[config.mk]
export PLATFORM = sky130hd
export DESIGN_NAME = hti_locate
export DESIGN_NICKNAME = d
export VERILOG_FILES = /design/src/rtl/core/hti_pkg.sv /design/src/rtl/core/hti_locate.sv
export SDC_FILE = /design/constraint.sdc
export NUM_CORES = 2
export LEC_CHECK = 0
export ABC_AREA = 1
export BUFFER_PORTS_ARGS = -buffer_cell sky130_fd_sc_hd__buf_2
export CAP_MARGIN = 0
export CORE_UTILIZATION = 63
export CTS_CLUSTER_DIAMETER = 200
export DETAILED_ROUTE_END_ITERATION = 8
export GPL_TIMING_DRIVEN = 0
export PLACE_DENSITY = 0.81
export SYNTH_ARGS = -nofsm -noshare
export SYNTH_HDL_FRONTEND = slang
export SYNTH_SLANG_ARGS = --single-unit
export TNS_END_PERCENT = 50
[constraint.sdc]
create_clock -name clk_i -period 8 [get_ports clk_i]
set_input_delay 0.4 -clock clk_i [delete_from_list [all_inputs] [get_ports clk_i]]
set_output_delay 0.4 -clock clk_i [all_outputs]
set_load 0.02 [all_outputs]
[src/rtl/core/hti_pkg.sv]
// shared types, constants and divider step functions for the heightfield interpolator
// no dependencies; used by every module under rtl/core except hti_ram
`default_nettype none

package hti_pkg;

  localparam int ADDR_W      = 16;
  localparam int MEM_DEPTH   = 65536;
  localparam int HGT_W       = 16;
  localparam int DIM_W       = 9;
  localparam int SP_W        = 11;
  localparam int OFS_W       = 19;
  localparam int MAX_DIM     = 256;

  localparam int CELL_STAGES = 4;
  localparam int CELL_STEPS  = 4;
  localparam int NORM_STAGES = 5;
  localparam int NORM_STEPS  = 4;
  localparam int NORM_BITS   = 19;

  localparam int CMD_WRITE   = 0;
  localparam int CMD_QUERY   = 1;

  localparam logic [1:0] REG_COLS    = 2'd0;
  localparam logic [1:0] REG_ROWS    = 2'd1;
  localparam logic [1:0] REG_SPACING = 2'd2;

  typedef struct packed {
    logic [SP_W-1:0] rem;
    logic [15:0]     nq;
  } div16_t;

  typedef struct packed {
    logic [SP_W-1:0]      rem;
    logic [NORM_BITS-1:0] nq;
  } div19_t;

  typedef struct packed {
    logic              valid;
    logic              cmd;
    logic [ADDR_W-1:0] idx;
    logic [HGT_W-1:0]  hval;
    logic [7:0]        xl;
    logic [7:0]        zl;
    logic [DIM_W-1:0]  cols;
    logic [DIM_W-1:0]  rows;
    logic [SP_W-1:0]   sp;
    div16_t            dx;
    div16_t            dz;
  } front_t;

  typedef struct packed {
    logic              valid;
    logic              cmd;
    logic [ADDR_W-1:0] idx;
    logic [HGT_W-1:0]  hval;
    logic              oor;
    logic [ADDR_W-1:0] base;
    logic [DIM_W-1:0]  cols;
    logic [OFS_W-1:0]  rx;
    logic [OFS_W-1:0]  rz;
    logic [SP_W-1:0]   sp;
  } loc_t;

  typedef struct packed {
    logic                    valid;
    logic                    oor;
    logic [OFS_W-1:0]        rx;
    logic [OFS_W-1:0]        rz;
    logic [SP_W-1:0]         sp;
    logic signed [HGT_W-1:0] ha;
    logic signed [HGT_W-1:0] hb;
    logic signed [HGT_W-1:0] hc;
    logic signed [HGT_W-1:0] hd;
  } fetch_t;

  // one restoring step: shift in the next dividend bit, quotient bit lands at the bottom
  function automatic div16_t div16_step(div16_t v, logic [SP_W-1:0] d);
    logic [SP_W:0] t;
    div16_t        r;
    t    = {v.rem, v.nq[15]};
    r.nq = {v.nq[14:0], 1'b0};
    if (t >= {1'b0, d}) begin
      r.rem   = SP_W'(t - {1'b0, d});
      r.nq[0] = 1'b1;
    end else begin
      r.rem = t[SP_W-1:0];
    end
    return r;
  endfunction

  function automatic div19_t div19_step(div19_t v, logic [SP_W-1:0] d);
    logic [SP_W:0] t;
    div19_t        r;
    t    = {v.rem, v.nq[NORM_BITS-1]};
    r.nq = {v.nq[NORM_BITS-2:0], 1'b0};
    if (t >= {1'b0, d}) begin
      r.rem   = SP_W'(t - {1'b0, d});
      r.nq[0] = 1'b1;
    end else begin
      r.rem = t[SP_W-1:0];
    end
    return r;
  endfunction

endpackage

`default_nettype wire

[src/rtl/core/hti_locate.sv]
// input capture, pipelined cell division and corner address calculation
// depends on hti_pkg
`default_nettype none

module hti_locate (
  input  wire logic                          clk_i,
  input  wire logic                          rst_ni,
  input  wire logic                          adv_i,
  input  wire logic                          in_valid_i,
  input  wire logic                          in_cmd_i,
  input  wire logic [hti_pkg::ADDR_W-1:0]    in_idx_i,
  input  wire logic [hti_pkg::HGT_W-1:0]     in_hval_i,
  input  wire logic [23:0]                   in_x_i,
  input  wire logic [23:0]                   in_z_i,
  input  wire logic [hti_pkg::DIM_W-1:0]     cfg_cols_i,
  input  wire logic [hti_pkg::DIM_W-1:0]     cfg_rows_i,
  input  wire logic [hti_pkg::SP_W-1:0]      cfg_sp_i,
  output hti_pkg::loc_t                      loc_o
);

  localparam int NST = hti_pkg::CELL_STAGES + 1;

  hti_pkg::front_t st_q [NST];
  hti_pkg::front_t st_d [NST];
  hti_pkg::loc_t   loc_q, loc_d;

  logic [hti_pkg::DIM_W-1:0] cols_c, rows_c;

  always_comb begin
    if (cfg_cols_i < hti_pkg::DIM_W'(2)) cols_c = hti_pkg::DIM_W'(2);
    else if (cfg_cols_i > hti_pkg::DIM_W'(hti_pkg::MAX_DIM)) cols_c = hti_pkg::DIM_W'(hti_pkg::MAX_DIM);
    else cols_c = cfg_cols_i;
    if (cfg_rows_i < hti_pkg::DIM_W'(2)) rows_c = hti_pkg::DIM_W'(2);
    else if (cfg_rows_i > hti_pkg::DIM_W'(hti_pkg::MAX_DIM)) rows_c = hti_pkg::DIM_W'(hti_pkg::MAX_DIM);
    else rows_c = cfg_rows_i;
  end

  always_comb begin
    st_d[0].valid  = in_valid_i;
    st_d[0].cmd    = in_cmd_i;
    st_d[0].idx    = in_idx_i;
    st_d[0].hval   = in_hval_i;
    st_d[0].xl     = in_x_i[7:0];
    st_d[0].zl     = in_z_i[7:0];
    st_d[0].cols   = cols_c;
    st_d[0].rows   = rows_c;
    st_d[0].sp     = (cfg_sp_i == '0) ? hti_pkg::SP_W'(1) : cfg_sp_i;
    // integer part of the position divided by spacing, fraction byte rides along
    st_d[0].dx.rem = '0;
    st_d[0].dx.nq  = in_x_i[23:8];
    st_d[0].dz.rem = '0;
    st_d[0].dz.nq  = in_z_i[23:8];
    for (int k = 1; k < NST; k++) begin
      st_d[k] = st_q[k-1];
      for (int j = 0; j < hti_pkg::CELL_STEPS; j++) begin
        st_d[k].dx = hti_pkg::div16_step(st_d[k].dx, st_q[k-1].sp);
        st_d[k].dz = hti_pkg::div16_step(st_d[k].dz, st_q[k-1].sp);
      end
    end
  end

  logic [15:0]                 col_w, row_w;
  logic [hti_pkg::OFS_W-1:0]   s_w, rzm_w;
  logic [16:0]                 prod_w;

  always_comb begin
    col_w  = st_q[NST-1].dx.nq;
    row_w  = st_q[NST-1].dz.nq;
    s_w    = {st_q[NST-1].sp, 8'd0};
    rzm_w  = {st_q[NST-1].dz.rem, st_q[NST-1].zl};
    prod_w = 17'(row_w[7:0] * st_q[NST-1].cols);

    loc_d.valid = st_q[NST-1].valid;
    loc_d.cmd   = st_q[NST-1].cmd;
    loc_d.idx   = st_q[NST-1].idx;
    loc_d.hval  = st_q[NST-1].hval;
    loc_d.oor   = (col_w >= 16'({7'd0, st_q[NST-1].cols} - 16'd1)) ||
                  (row_w >= 16'({7'd0, st_q[NST-1].rows} - 16'd1));
    loc_d.base  = hti_pkg::ADDR_W'(prod_w[15:0] + {8'd0, col_w[7:0]});
    loc_d.cols  = st_q[NST-1].cols;
    loc_d.rx    = {st_q[NST-1].dx.rem, st_q[NST-1].xl};
    loc_d.rz    = hti_pkg::OFS_W'(s_w - rzm_w);
    loc_d.sp    = st_q[NST-1].sp;
  end

  always_ff @(posedge clk_i or negedge rst_ni) begin
    if (!rst_ni) begin
      for (int k = 0; k < NST; k++) st_q[k].valid <= 1'b0;
      loc_q.valid <= 1'b0;
    end else if (adv_i) begin
      for (int k = 0; k < NST; k++) st_q[k] <= st_d[k];
      loc_q <= loc_d;
    end
  end

  assign loc_o = loc_q;

endmodule

`default_nettype wire

==> results by group <==
Setup path
  • FF-to-FF setup slack: 370 ps
  • Worst flop-to-flop path endpoint: st_q[183]
  • Top cell by count, worst path: nand2_1
  • Worst R2R Path Depth: 49
  • Setup crit end kind: flop
  • CP Data Required Time: 8350 ps
  • R2r startpoint: st_d[190]
  • Crit path max fanout: 10
  • Setup Crit Path Kind: reg -> reg
  • Slowest cell on the critical path: edfxtp_1
  • Critical path startpoint category: flop
  • CP Data Arrival Time: 7980 ps
  • Crit-path max cell delay: 530 ps

Place
  • Dpl cells: 6204
  • Gpl congestion: 0.9467
  • Port bufs: 222
  • Hpwl dp: 80000 microns

Floorplan
  • Std-Cell Core Area: 74450 sq um
  • IO Pins: 223
  • Row cnt: 100
  • Die X: 276.1 microns
  • Starting Density: 63.59%
  • Die area: 76250 sq um
  • Die Height: 276.1 microns

Detailed routing
  • DRC: 0
  • DR WL/cell: 17.32 microns
  • DRT Pass-1 Iters: 5
  • Drt total wl: 114000 microns
  • Vias/cell: 5.526
  • Initial DRC Count: 2623
  • DR vias: 36360
  • Antenna-violating nets left: 0

Synth
  • Top cell type's share of synthesized area: 47.32%
  • Top post-synthesis cells by count: 1291 x nand2_1, 746 x edfxtp_1, 714 x inv_1
  • Most used DFF post-synth: edfxtp_1
  • Seq cells post-synth: 752
  • Post-synth EDFFs: 746
  • Async SR Flop Fraction: 0.7979%
  • Area leader, netlist: edfxtp_1
  • Sequential share of the synthesized area: 47.63%
  • Synth area leaders: edfxtp_1 47%, ha_1 11%, nand2_1 10%, inv_1 5.7%, xor2_1 3.6%
  • Synth warn: 0
  • Post-synthesis cell type count: 60
  • Syn Std Cell Area: 47340 sq um
  • Total nets after synthesis: 5603
  • Count leader, synth: nand2_1
  • Gate Count Post-Synth: 4995
  • Syn Area/Cell: 9.478 sq um

Timing
  • Setup-failing EPs final: 0
  • Fin crit share: 95.41%
  • Fmax: 131.0 MHz
  • Final max-slew violation count: 0
  • RSZ-0062 raised after global routing: yes
  • Worst rel slew slack: 50.83%
  • Clk_skew: 57.99 ps
  • Hold Fails Final Rpt: 0
  • Tightest Pin Transition: 736.0 ps
  • Final Critical Period: 7633 ps

Clock tree
  • Root buf cell: clkbuf_16
  • Clock Latency Late Sink: 670 ps
  • CTS tree: built
  • H-tree levels: 3
  • TritonCTS buffer count: 79
  • Clock sinks: 752
  • CTS max path bufs: 3
  • Clock-pin slew on the worst setup and hold paths: 60 ps

Cells and area
  • Layout cells sized above 1: 14.73%
  • Fin util: 74.36%
  • Synthesis-to-finish area growth: 16.92%
  • Finished Layout Cells: 6580
  • Fin nets: 6152

Worst hold path
  • Hold Path Origin: cfg_rows_i[8]
  • Hold Path Class: in -> reg
  • Hold path endpoint: st_d[472]
  • Hold path depth: 2

GRT
  • GR Util All Layers: 29.51%
  • Overflow after GRT: 0
  • Initial antenna violation count: 2
  • Vias in the first global route: 35180
  • First-pass GRT wire length: 178900 microns
  • Largest net degree at the start of global routing: 49

Flow run
  • Max cap viols: 0

Outcome
  • Run status: finished clean
[per-layer routing]
layer	GRT usage [%]	routed length [microns]
met1	34.52	44550
met2	53.98	58170
met3	3.490	5493
met4	13.69	5783
met5	0	0
[cell usage in the layout (no fill, tap or decap), types with 18 or more instances in the layout]
master         count
a21oi_1          258
a21oi_2           20
buf_12            19
buf_2            232
buf_4            150
clkbuf_1          42
clkbuf_16         80
clkinvlp_4        44
dlygate4sd3_1     88
edfxtp_1         746
fa_1              75
ha_1             384
ha_2              18
inv_1            672
nand2_1         1282
nand2_2           32
nand3_1          197
nand3b_1          19
nand4_1           69
nor2_1           269
nor2_2            18
nor3_1            49
o21ai_0          149
o21ai_1           59
o21ai_2           38
o21bai_1          27
xnor2_1           84
xor2_1           194
[how the worst max path moves through the flow]
stage / start / cells after the start / endpoint
finish: st_d[190] / 49 / st_q[183]
floorplan: adv_i / 3 / col_w[0]
CTS: st_d[454] / 43 / st_q[450]
detailed placement: st_d[55] / 45 / rzm_w[17]
global placement: adv_i / 4 / loc_d[77]
global route: st_d[320] / 48 / st_q[317]
[sequential cells by signal, summed over array words and instances, names as in the netlist]
signal  cells
loc_d      73
row_w      16
col_w      16
st_d      412
rzm_w      19
loc_o     109
st_q      107
[metrics by stage]
step	setup WS [ps]	instance area (sq um)	setup TNS, ps	hold slack (ps)
floorplan	-4251	47380	-3171050	104.4
global placement	-8574	49700	-6303200	245.5
detailed placement	-849.0	50070	-32840	250.6
CTS	-18.12	54090	-26.36	21.43
global route	-97.99	55360	-2097	34.83
finish	367.0	55360	0	53.74
[final cells by class]
type / instances / area [sq um]
sequential: 752 / 22550
multi-input combinational: 3437 / 22070
fill: 5158 / 19090
timing repair buffer: 467 / 3432
inverter: 731 / 2908
clock buffer: 92 / 2026
tap: 969 / 1212
clock inverter: 54 / 644.4
buffer: 75 / 496.7
timing repair inverter: 1 / 7.507
antenna: 2 / 5.005
[critical path, delay by kind of cell, from the launching register on]
kind	cells	cell delay [ps]
compound gates	8	1440
buf+inv	13	1620
fa+ha+maj	4	1400
simple gates	24	2320
flops	1	530
[what timing repair did]
item,in CTS,in global routing
pin swaps,1,27
resized for setup,33,172
hold buffers,88,0
buffers inserted,48,91
setup endpoints to repair,75,96
endpoints found under the hold margin,93,0
gates cloned,0,1
[logic make-up (layout without fill, tap and decap cells)]
group / Yosys count / count (layout) / synth area share [%]
flops: 752 / 752 / 47.63
buf+inv: 806 / 1420 / 6.750
other cells: 0 / 2 / 0
mux: 2 / 2 / 0.04757
compound gates: 647 / 647 / 7.780
simple gates: 2016 / 2016 / 18.34
fa+ha+maj: 494 / 494 / 14.31
xor+xnor: 278 / 278 / 5.143
Power is left out: the tool's default activity adds up to more than one toggle a clock period on the data nets, which glitch-free logic cannot reach.
