==> src/rtl/core/hti_pkg.sv <==
// shared types, constants and divider step functions for the heightfield interpolator
// no dependencies; used by every module under rtl/core except hti_ram
`default_nettype none

package hti_pkg;

  localparam int ADDR_W      = 16;
  localparam int MEM_DEPTH   = 65536;
  localparam int HGT_W       = 16;
  localparam int DIM_W       = 9;
  localparam int SP_W        = 11;
  localparam int OFS_W       = 19;
  localparam int MAX_DIM     = 256;

  localparam int CELL_STAGES = 4;
  localparam int CELL_STEPS  = 4;
  localparam int NORM_STAGES = 5;
  localparam int NORM_STEPS  = 4;
  localparam int NORM_BITS   = 19;

  localparam int CMD_WRITE   = 0;
  localparam int CMD_QUERY   = 1;

  localparam logic [1:0] REG_COLS    = 2'd0;
  localparam logic [1:0] REG_ROWS    = 2'd1;
  localparam logic [1:0] REG_SPACING = 2'd2;

  typedef struct packed {
    logic [SP_W-1:0] rem;
    logic [15:0]     nq;
  } div16_t;

  typedef struct packed {
    logic [SP_W-1:0]      rem;
    logic [NORM_BITS-1:0] nq;
  } div19_t;

  typedef struct packed {
    logic              valid;
    logic              cmd;
    logic [ADDR_W-1:0] idx;
    logic [HGT_W-1:0]  hval;
    logic [7:0]        xl;
    logic [7:0]        zl;
    logic [DIM_W-1:0]  cols;
    logic [DIM_W-1:0]  rows;
    logic [SP_W-1:0]   sp;
    div16_t            dx;
    div16_t            dz;
  } front_t;

  typedef struct packed {
    logic              valid;
    logic              cmd;
    logic [ADDR_W-1:0] idx;
    logic [HGT_W-1:0]  hval;
    logic              oor;
    logic [ADDR_W-1:0] base;
    logic [DIM_W-1:0]  cols;
    logic [OFS_W-1:0]  rx;
    logic [OFS_W-1:0]  rz;
    logic [SP_W-1:0]   sp;
  } loc_t;

  typedef struct packed {
    logic                    valid;
    logic                    oor;
    logic [OFS_W-1:0]        rx;
    logic [OFS_W-1:0]        rz;
    logic [SP_W-1:0]         sp;
    logic signed [HGT_W-1:0] ha;
    logic signed [HGT_W-1:0] hb;
    logic signed [HGT_W-1:0] hc;
    logic signed [HGT_W-1:0] hd;
  } fetch_t;

  // one restoring step: shift in the next dividend bit, quotient bit lands at the bottom
  function automatic div16_t div16_step(div16_t v, logic [SP_W-1:0] d);
    logic [SP_W:0] t;
    div16_t        r;
    t    = {v.rem, v.nq[15]};
    r.nq = {v.nq[14:0], 1'b0};
    if (t >= {1'b0, d}) begin
      r.rem   = SP_W'(t - {1'b0, d});
      r.nq[0] = 1'b1;
    end else begin
      r.rem = t[SP_W-1:0];
    end
    return r;
  endfunction

  function automatic div19_t div19_step(div19_t v, logic [SP_W-1:0] d);
    logic [SP_W:0] t;
    div19_t        r;
    t    = {v.rem, v.nq[NORM_BITS-1]};
    r.nq = {v.nq[NORM_BITS-2:0], 1'b0};
    if (t >= {1'b0, d}) begin
      r.rem   = SP_W'(t - {1'b0, d});
      r.nq[0] = 1'b1;
    end else begin
      r.rem = t[SP_W-1:0];
    end
    return r;
  endfunction

endpackage

`default_nettype wire

==> src/rtl/core/hti_blend.sv <==
// triangle select, weighted sum, rounding divide by the cell size and saturation
// depends on hti_pkg
`default_nettype none

module hti_blend (
  input  wire logic                        clk_i,
  input  wire logic                        rst_ni,
  input  wire logic                        adv_i,
  input  wire hti_pkg::fetch_t             fch_i,
  output logic                             res_valid_o,
  output logic [hti_pkg::HGT_W-1:0]        res_height_o,
  output logic                             res_oor_o
);

  localparam int OW = hti_pkg::OFS_W;
  localparam int SW = hti_pkg::SP_W;
  localparam int NB = hti_pkg::NORM_BITS;
  localparam int NS = hti_pkg::NORM_STAGES;

  typedef struct packed {
    logic               valid;
    logic               oor;
    logic [SW-1:0]      sp;
    logic [OW-1:0]      s;
    logic signed [15:0] a;
    logic signed [16:0] e1;
    logic signed [16:0] e2;
    logic [OW-1:0]      r1;
    logic [OW-1:0]      r2;
  } b1_t;

  typedef struct packed {
    logic               valid;
    logic               oor;
    logic [SW-1:0]      sp;
    logic [OW-1:0]      s;
    logic signed [36:0] p0;
    logic signed [36:0] p1;
    logic signed [36:0] p2;
  } b2_t;

  typedef struct packed {
    logic               valid;
    logic               oor;
    logic [SW-1:0]      sp;
    logic [OW-1:0]      s;
    logic signed [39:0] sum;
  } b3_t;

  typedef struct packed {
    logic           valid;
    logic           oor;
    logic [SW-1:0]  sp;
    hti_pkg::div19_t v;
  } bd_t;

  b1_t b1_q, b1_d;
  b2_t b2_q, b2_d;
  b3_t b3_q, b3_d;
  bd_t bd_q [NS+1];
  bd_t bd_d [NS+1];

  logic                 out_valid_q;
  logic [15:0]          out_h_q, out_h_d;
  logic                 out_oor_q;

  always_comb begin
    b1_d.valid = fch_i.valid;
    b1_d.oor   = fch_i.oor;
    b1_d.sp    = fch_i.sp;
    b1_d.s     = {fch_i.sp, 8'd0};
    b1_d.a     = fch_i.ha;
    // upper triangle when the x offset passes the z offset
    if (fch_i.rx > fch_i.rz) begin
      b1_d.e1 = 17'(fch_i.hb) - 17'(fch_i.ha);
      b1_d.r1 = fch_i.rx;
      b1_d.e2 = 17'(fch_i.hc) - 17'(fch_i.hb);
      b1_d.r2 = fch_i.rz;
    end else begin
      b1_d.e1 = 17'(fch_i.hd) - 17'(fch_i.ha);
      b1_d.r1 = fch_i.rz;
      b1_d.e2 = 17'(fch_i.hc) - 17'(fch_i.hd);
      b1_d.r2 = fch_i.rx;
    end
  end

  always_comb begin
    b2_d.valid = b1_q.valid;
    b2_d.oor   = b1_q.oor;
    b2_d.sp    = b1_q.sp;
    b2_d.s     = b1_q.s;
    b2_d.p0    = 37'(b1_q.a) * 37'($signed({1'b0, b1_q.s}));
    b2_d.p1    = 37'(b1_q.e1) * 37'($signed({1'b0, b1_q.r1}));
    b2_d.p2    = 37'(b1_q.e2) * 37'($signed({1'b0, b1_q.r2}));
  end

  always_comb begin
    b3_d.valid = b2_q.valid;
    b3_d.oor   = b2_q.oor;
    b3_d.sp    = b2_q.sp;
    b3_d.s     = b2_q.s;
    b3_d.sum   = 40'(b2_q.p0) + 40'(b2_q.p1) + 40'(b2_q.p2);
  end

  logic signed [40:0] num_w;
  logic signed [32:0] nn_w, np_w;

  always_comb begin
    // floor((2*sum + s) / (512*sp)): shift out the 512, bias positive, divide by sp
    num_w = $signed({b3_q.sum, 1'b0}) + $signed({22'd0, b3_q.s});
    nn_w  = 33'(num_w >>> 9);
    np_w  = nn_w + $signed({4'd0, b3_q.sp, 18'd0});
    bd_d[0].valid  = b3_q.valid;
    bd_d[0].oor    = b3_q.oor;
    bd_d[0].sp     = b3_q.sp;
    bd_d[0].v.rem  = np_w[29:NB];
    bd_d[0].v.nq   = np_w[NB-1:0];
    for (int k = 1; k <= NS; k++) begin
      bd_d[k] = bd_q[k-1];
      for (int j = 0; j < hti_pkg::NORM_STEPS; j++) begin
        if ((k - 1) * hti_pkg::NORM_STEPS + j < NB) begin
          bd_d[k].v = hti_pkg::div19_step(bd_d[k].v, bd_q[k-1].sp);
        end
      end
    end
  end

  logic signed [NB:0] q_w;

  always_comb begin
    q_w = $signed({1'b0, bd_q[NS].v.nq}) - $signed((NB+1)'(1) <<< 18);
    if (bd_q[NS].oor) out_h_d = '0;
    else if (q_w > (NB+1)'(32767)) out_h_d = 16'h7fff;
    else if (q_w < -(NB+1)'(32768)) out_h_d = 16'h8000;
    else out_h_d = q_w[15:0];
  end

  always_ff @(posedge clk_i or negedge rst_ni) begin
    if (!rst_ni) begin
      b1_q.valid <= 1'b0;
      b2_q.valid <= 1'b0;
      b3_q.valid <= 1'b0;
      for (int k = 0; k <= NS; k++) bd_q[k].valid <= 1'b0;
      out_valid_q <= 1'b0;
    end else if (adv_i) begin
      b1_q <= b1_d;
      b2_q <= b2_d;
      b3_q <= b3_d;
      for (int k = 0; k <= NS; k++) bd_q[k] <= bd_d[k];
      out_valid_q <= bd_q[NS].valid;
      out_h_q     <= out_h_d;
      out_oor_q   <= bd_q[NS].oor;
    end
  end

  assign res_valid_o  = out_valid_q;
  assign res_height_o = out_h_q;
  assign res_oor_o    = out_oor_q;

endmodule

`default_nettype wire

==> config.mk <==
export PLATFORM = sky130hd
export DESIGN_NAME = hti_blend
export DESIGN_NICKNAME = d
export VERILOG_FILES = /design/src/rtl/core/hti_pkg.sv /design/src/rtl/core/hti_blend.sv
export SDC_FILE = /design/constraint.sdc
export NUM_CORES = 2
export LEC_CHECK = 0
export ABC_CLOCK_PERIOD_IN_PS = 21600
export BUFFER_PORTS_ARGS = -buffer_cell sky130_fd_sc_hd__buf_4
export CAP_MARGIN = 20
export CORE_MARGIN = 5
export CORE_UTILIZATION = 45
export DETAILED_ROUTE_END_ITERATION = 6
export PLACE_DENSITY = 0.65
export REMOVE_ABC_BUFFERS = 1
export SLEW_MARGIN = 20
export SYNTH_ARGS = -nofsm -noshare
export SYNTH_HDL_FRONTEND = slang
export SYNTH_SLANG_ARGS = --single-unit
==> constraint.sdc <==
create_clock -name clk_i -period 21.6 [get_ports clk_i]
set_input_delay 3.24 -clock clk_i [delete_from_list [all_inputs] [get_ports clk_i]]
set_output_delay 3.24 -clock clk_i [all_outputs]
set_load 0.03 [all_outputs]
==> results.sh <==
export IMPL_hold_start="b2_q[129]$_DFFE_PP_"
export IMPL_critPathKind="flop to flop"
export IMPL_path_depth=34
export IMPL_fmaxAchievable_mhz=90.9
export IMPL_routabilityCongestion=0.909
export IMPL_ys_warn_count=0
export IMPL_slew_viol_final=0
export IMPL_tightest_slew_ns=1.06
export IMPL_core_um2=133000
export IMPL_grt_setup_unrepaired="false"
export IMPL_grt_pass1_vias=43700
export IMPL_timing_setup_tns_ns=0
export IMPL_yosys_most_used_dff="edfxtp_1"
export IMPL_place_detailed_hpwl_um=113000
export IMPL_cts_buffers=59
export IMPL_required_ns=22.02
export IMPL_grt_use_total=0.201
export IMPL_nets=7558
export IMPL_r2r_cells=34
export IMPL_clock_latency_ns=0.67
export IMPL_holdBufCountCts=0
export IMPL_slew_headroom=0.294
export IMPL_cts_resized=0
export IMPL_synthSimpleGateAreaFrac=0.138
export IMPL_critPathMaxFanout=16
export IMPL_crit_family="compound AO/OA/AOI/OAI gates"
export IMPL_synth_xor_area_share=0.0417
export IMPL_synth_compound_area_frac=0.0873
export IMPL_synthArstFlopShare=0.0195
export IMPL_hold_viol_final=0
export IMPL_area_delta_synth_final_pct=8.07
export IMPL_critPathCaptureType="flop"
export IMPL_hold_class="flop to flop"
export IMPL_synth_top_family_by_area="adder cells"
export IMPL_period_share=0.509
export IMPL_layout_drive_gt1_share=0.0711
export IMPL_slowest_delay_ns=0.70
export IMPL_netlist_area_leader_share=0.251
export IMPL_clockRootBuffer="clkbuf_16"
export IMPL_die_w_um=376
export IMPL_grt_pass1_wl_um=229000
export IMPL_avgRoutedWirePerCell_um=17.8
export IMPL_grt_overflow=0
export IMPL_postCtsSetupBuffers=0
export IMPL_syn_cell_area_um2=60200
export IMPL_r2r_start="bd_d[202]$_DFFE_PP_"
export IMPL_rr_endpoint="bd_q[197]$_DFFE_PP_"
export IMPL_port_buffers=135
export IMPL_seq_area_frac_synth=0.255
export IMPL_slowest_stage="a211oi_2"
export IMPL_die_h_um=376
export IMPL_cp_arrival_ns=11.42
export IMPL_skew_ns=0.0524
export IMPL_rows=134
export IMPL_dieArea_um2=141000
export IMPL_dr_pass1_iters=7
export IMPL_via_per_inst=5.29
export IMPL_worst_r2r_setup_slack_ns=10.60
export IMPL_startpoint_type="flop"
export IMPL_post_route_min_period_ns=11.00
export IMPL_ant_nets=0
export IMPL_synth_fa_ha_area_frac=0.374
export IMPL_grt_max_degree=173
export IMPL_setup_viol=0
export IMPL_run_status="finished with violations"
export IMPL_synthMuxAreaShare=0.0300
export IMPL_initial_core_util=0.452
export IMPL_htreeDepth=2
export IMPL_synthCells=6007
export IMPL_min_path_cells=0
export IMPL_cts_tree="yes"
export IMPL_synth_top_area_cell="edfxtp_1"
export IMPL_synth_edf_count=504
export IMPL_clock_path_buffers=3
export IMPL_clk_pin_slew_ns=0.06
export IMPL_wl_um=140000
export IMPL_worst_path_buf_inv=1
export IMPL_antenna_found_initial=3
export IMPL_clock_sinks=514
export IMPL_whs_endpoint="b3_q[69]$_DFFE_PP_"
export IMPL_ys_types=80
export IMPL_dr_total_vias=41700
export IMPL_io_pins=136
export IMPL_ys_seq_elements=514
export IMPL_avgSynthCellArea_um2=10.0
export IMPL_cap_violations=0
export IMPL_drt_iter0_drc=2285
export IMPL_synth_area_top_cells="edfxtp_1 (25%), fa_1 (24%), ha_1 (13%)"
export IMPL_post_route_drc_count=2
export IMPL_violations="DRC"
-- flip-flops by register name (all words and copies together), names as in the netlist --
signal,cells
bd_d,141
b2_q,115
b1_q,101
bd_q,95
b3_q,44
res_height_o,16
res_oor_o,1
res_valid_o,1
-- layout make-up --
type | instances | area (um2)
Multi-Input combinational cell | 4324 | 40500
Tap cell | 1768 | 2210
Clock buffer | 65 | 1500
Inverter | 1012 | 3800
Antenna cell | 1 | 2.50
Clock inverter | 44 | 522
Sequential cell | 514 | 15400
Fill cell | 12200 | 68200
Timing Repair Buffer | 160 | 1210
-- cells in the final DEF (no fill, tap or decap), types with 76 or more instances in the layout --
master	count
mux2_2	131
edfxtp_1	504
nor3_1	76
xnor2_1	199
xor2_1	88
nor2_1	250
a21oi_1	228
buf_4	159
nand2_1	631
nand2b_1	78
o21ai_0	173
ha_1	649
inv_1	1008
and2_1	355
a21o_1	88
fa_1	720
-- stage by stage --
step / instance area [um2] / setup slack (ns) / util / cells / hold slack, ns
finish: 65100 / 10.60 / 0.488 / 7888 / 0.387
detailed placement: 63100 / 10.70 / 0.473 / 7778 / 0.405
CTS: 65100 / 10.67 / 0.488 / 7887 / 0.374
floorplan: 59600 / 6.12 / - / 5850 / 0.400
global placement: 63100 / 10.81 / 0.473 / 7778 / 0.401
global route: 65100 / 9.79 / 0.488 / 7887 / 0.405
-- cells by family (layout without fill, tap and decap cells) --
family                   after synthesis  after routing
AND/OR/NAND/NOR                     1694           1694
adder cells (fa/ha/maj)             1369           1369
buffers and inverters               1169           1281
AO/OA/AOI/OAI                        813            813
flip-flops                           514            514
XOR/XNOR                             287            287
multiplexers                         161            161
other                                  0              1
-- synthesized netlist by cell type (63+ instances only) --
cell type and count:
nor2_1 250, nand2b_1 78, and2_1 356, o21a_1 66, inv_1 1008, nand2_1 631, clkbuf_1 140, xor2_1 88
ha_1 649, fa_1 720, a21oi_1 228, nor2b_1 63, edfxtp_1 504, nand3_1 69, xnor2_1 199, a21o_1 88
o21ai_0 173, mux2_2 131, nor3_1 76
-- layer usage --
layer  up-vias  GRT usage  part of all wire
met3       254     0.0296             0.048
li1      20000          -                 -
met2       907      0.345              0.48
met4         2     0.0744             0.042
met5         -          0           0.00010
met1     20600      0.259              0.43
-- worst max-delay path by stage --
stage                              startpoint  slack, ns                   to
final                     bd_d[202]$_DFFE_PP_      10.60  bd_q[197]$_DFFE_PP_
after global placement    bd_d[202]$_DFFE_PP_      10.81  bd_q[197]$_DFFE_PP_
after detailed placement  bd_d[202]$_DFFE_PP_      10.70  bd_q[197]$_DFFE_PP_
after CTS                 bd_d[202]$_DFFE_PP_      10.67  bd_q[197]$_DFFE_PP_
after global routing      bd_d[202]$_DFFE_PP_       9.79  bd_q[201]$_DFFE_PP_
after floorplan                         adv_i       6.12    b1_q[0]$_DFFE_PP_
Power is left out: the tool's default activity adds up to more than one toggle a clock period on the data nets, which glitch-free logic cannot reach.
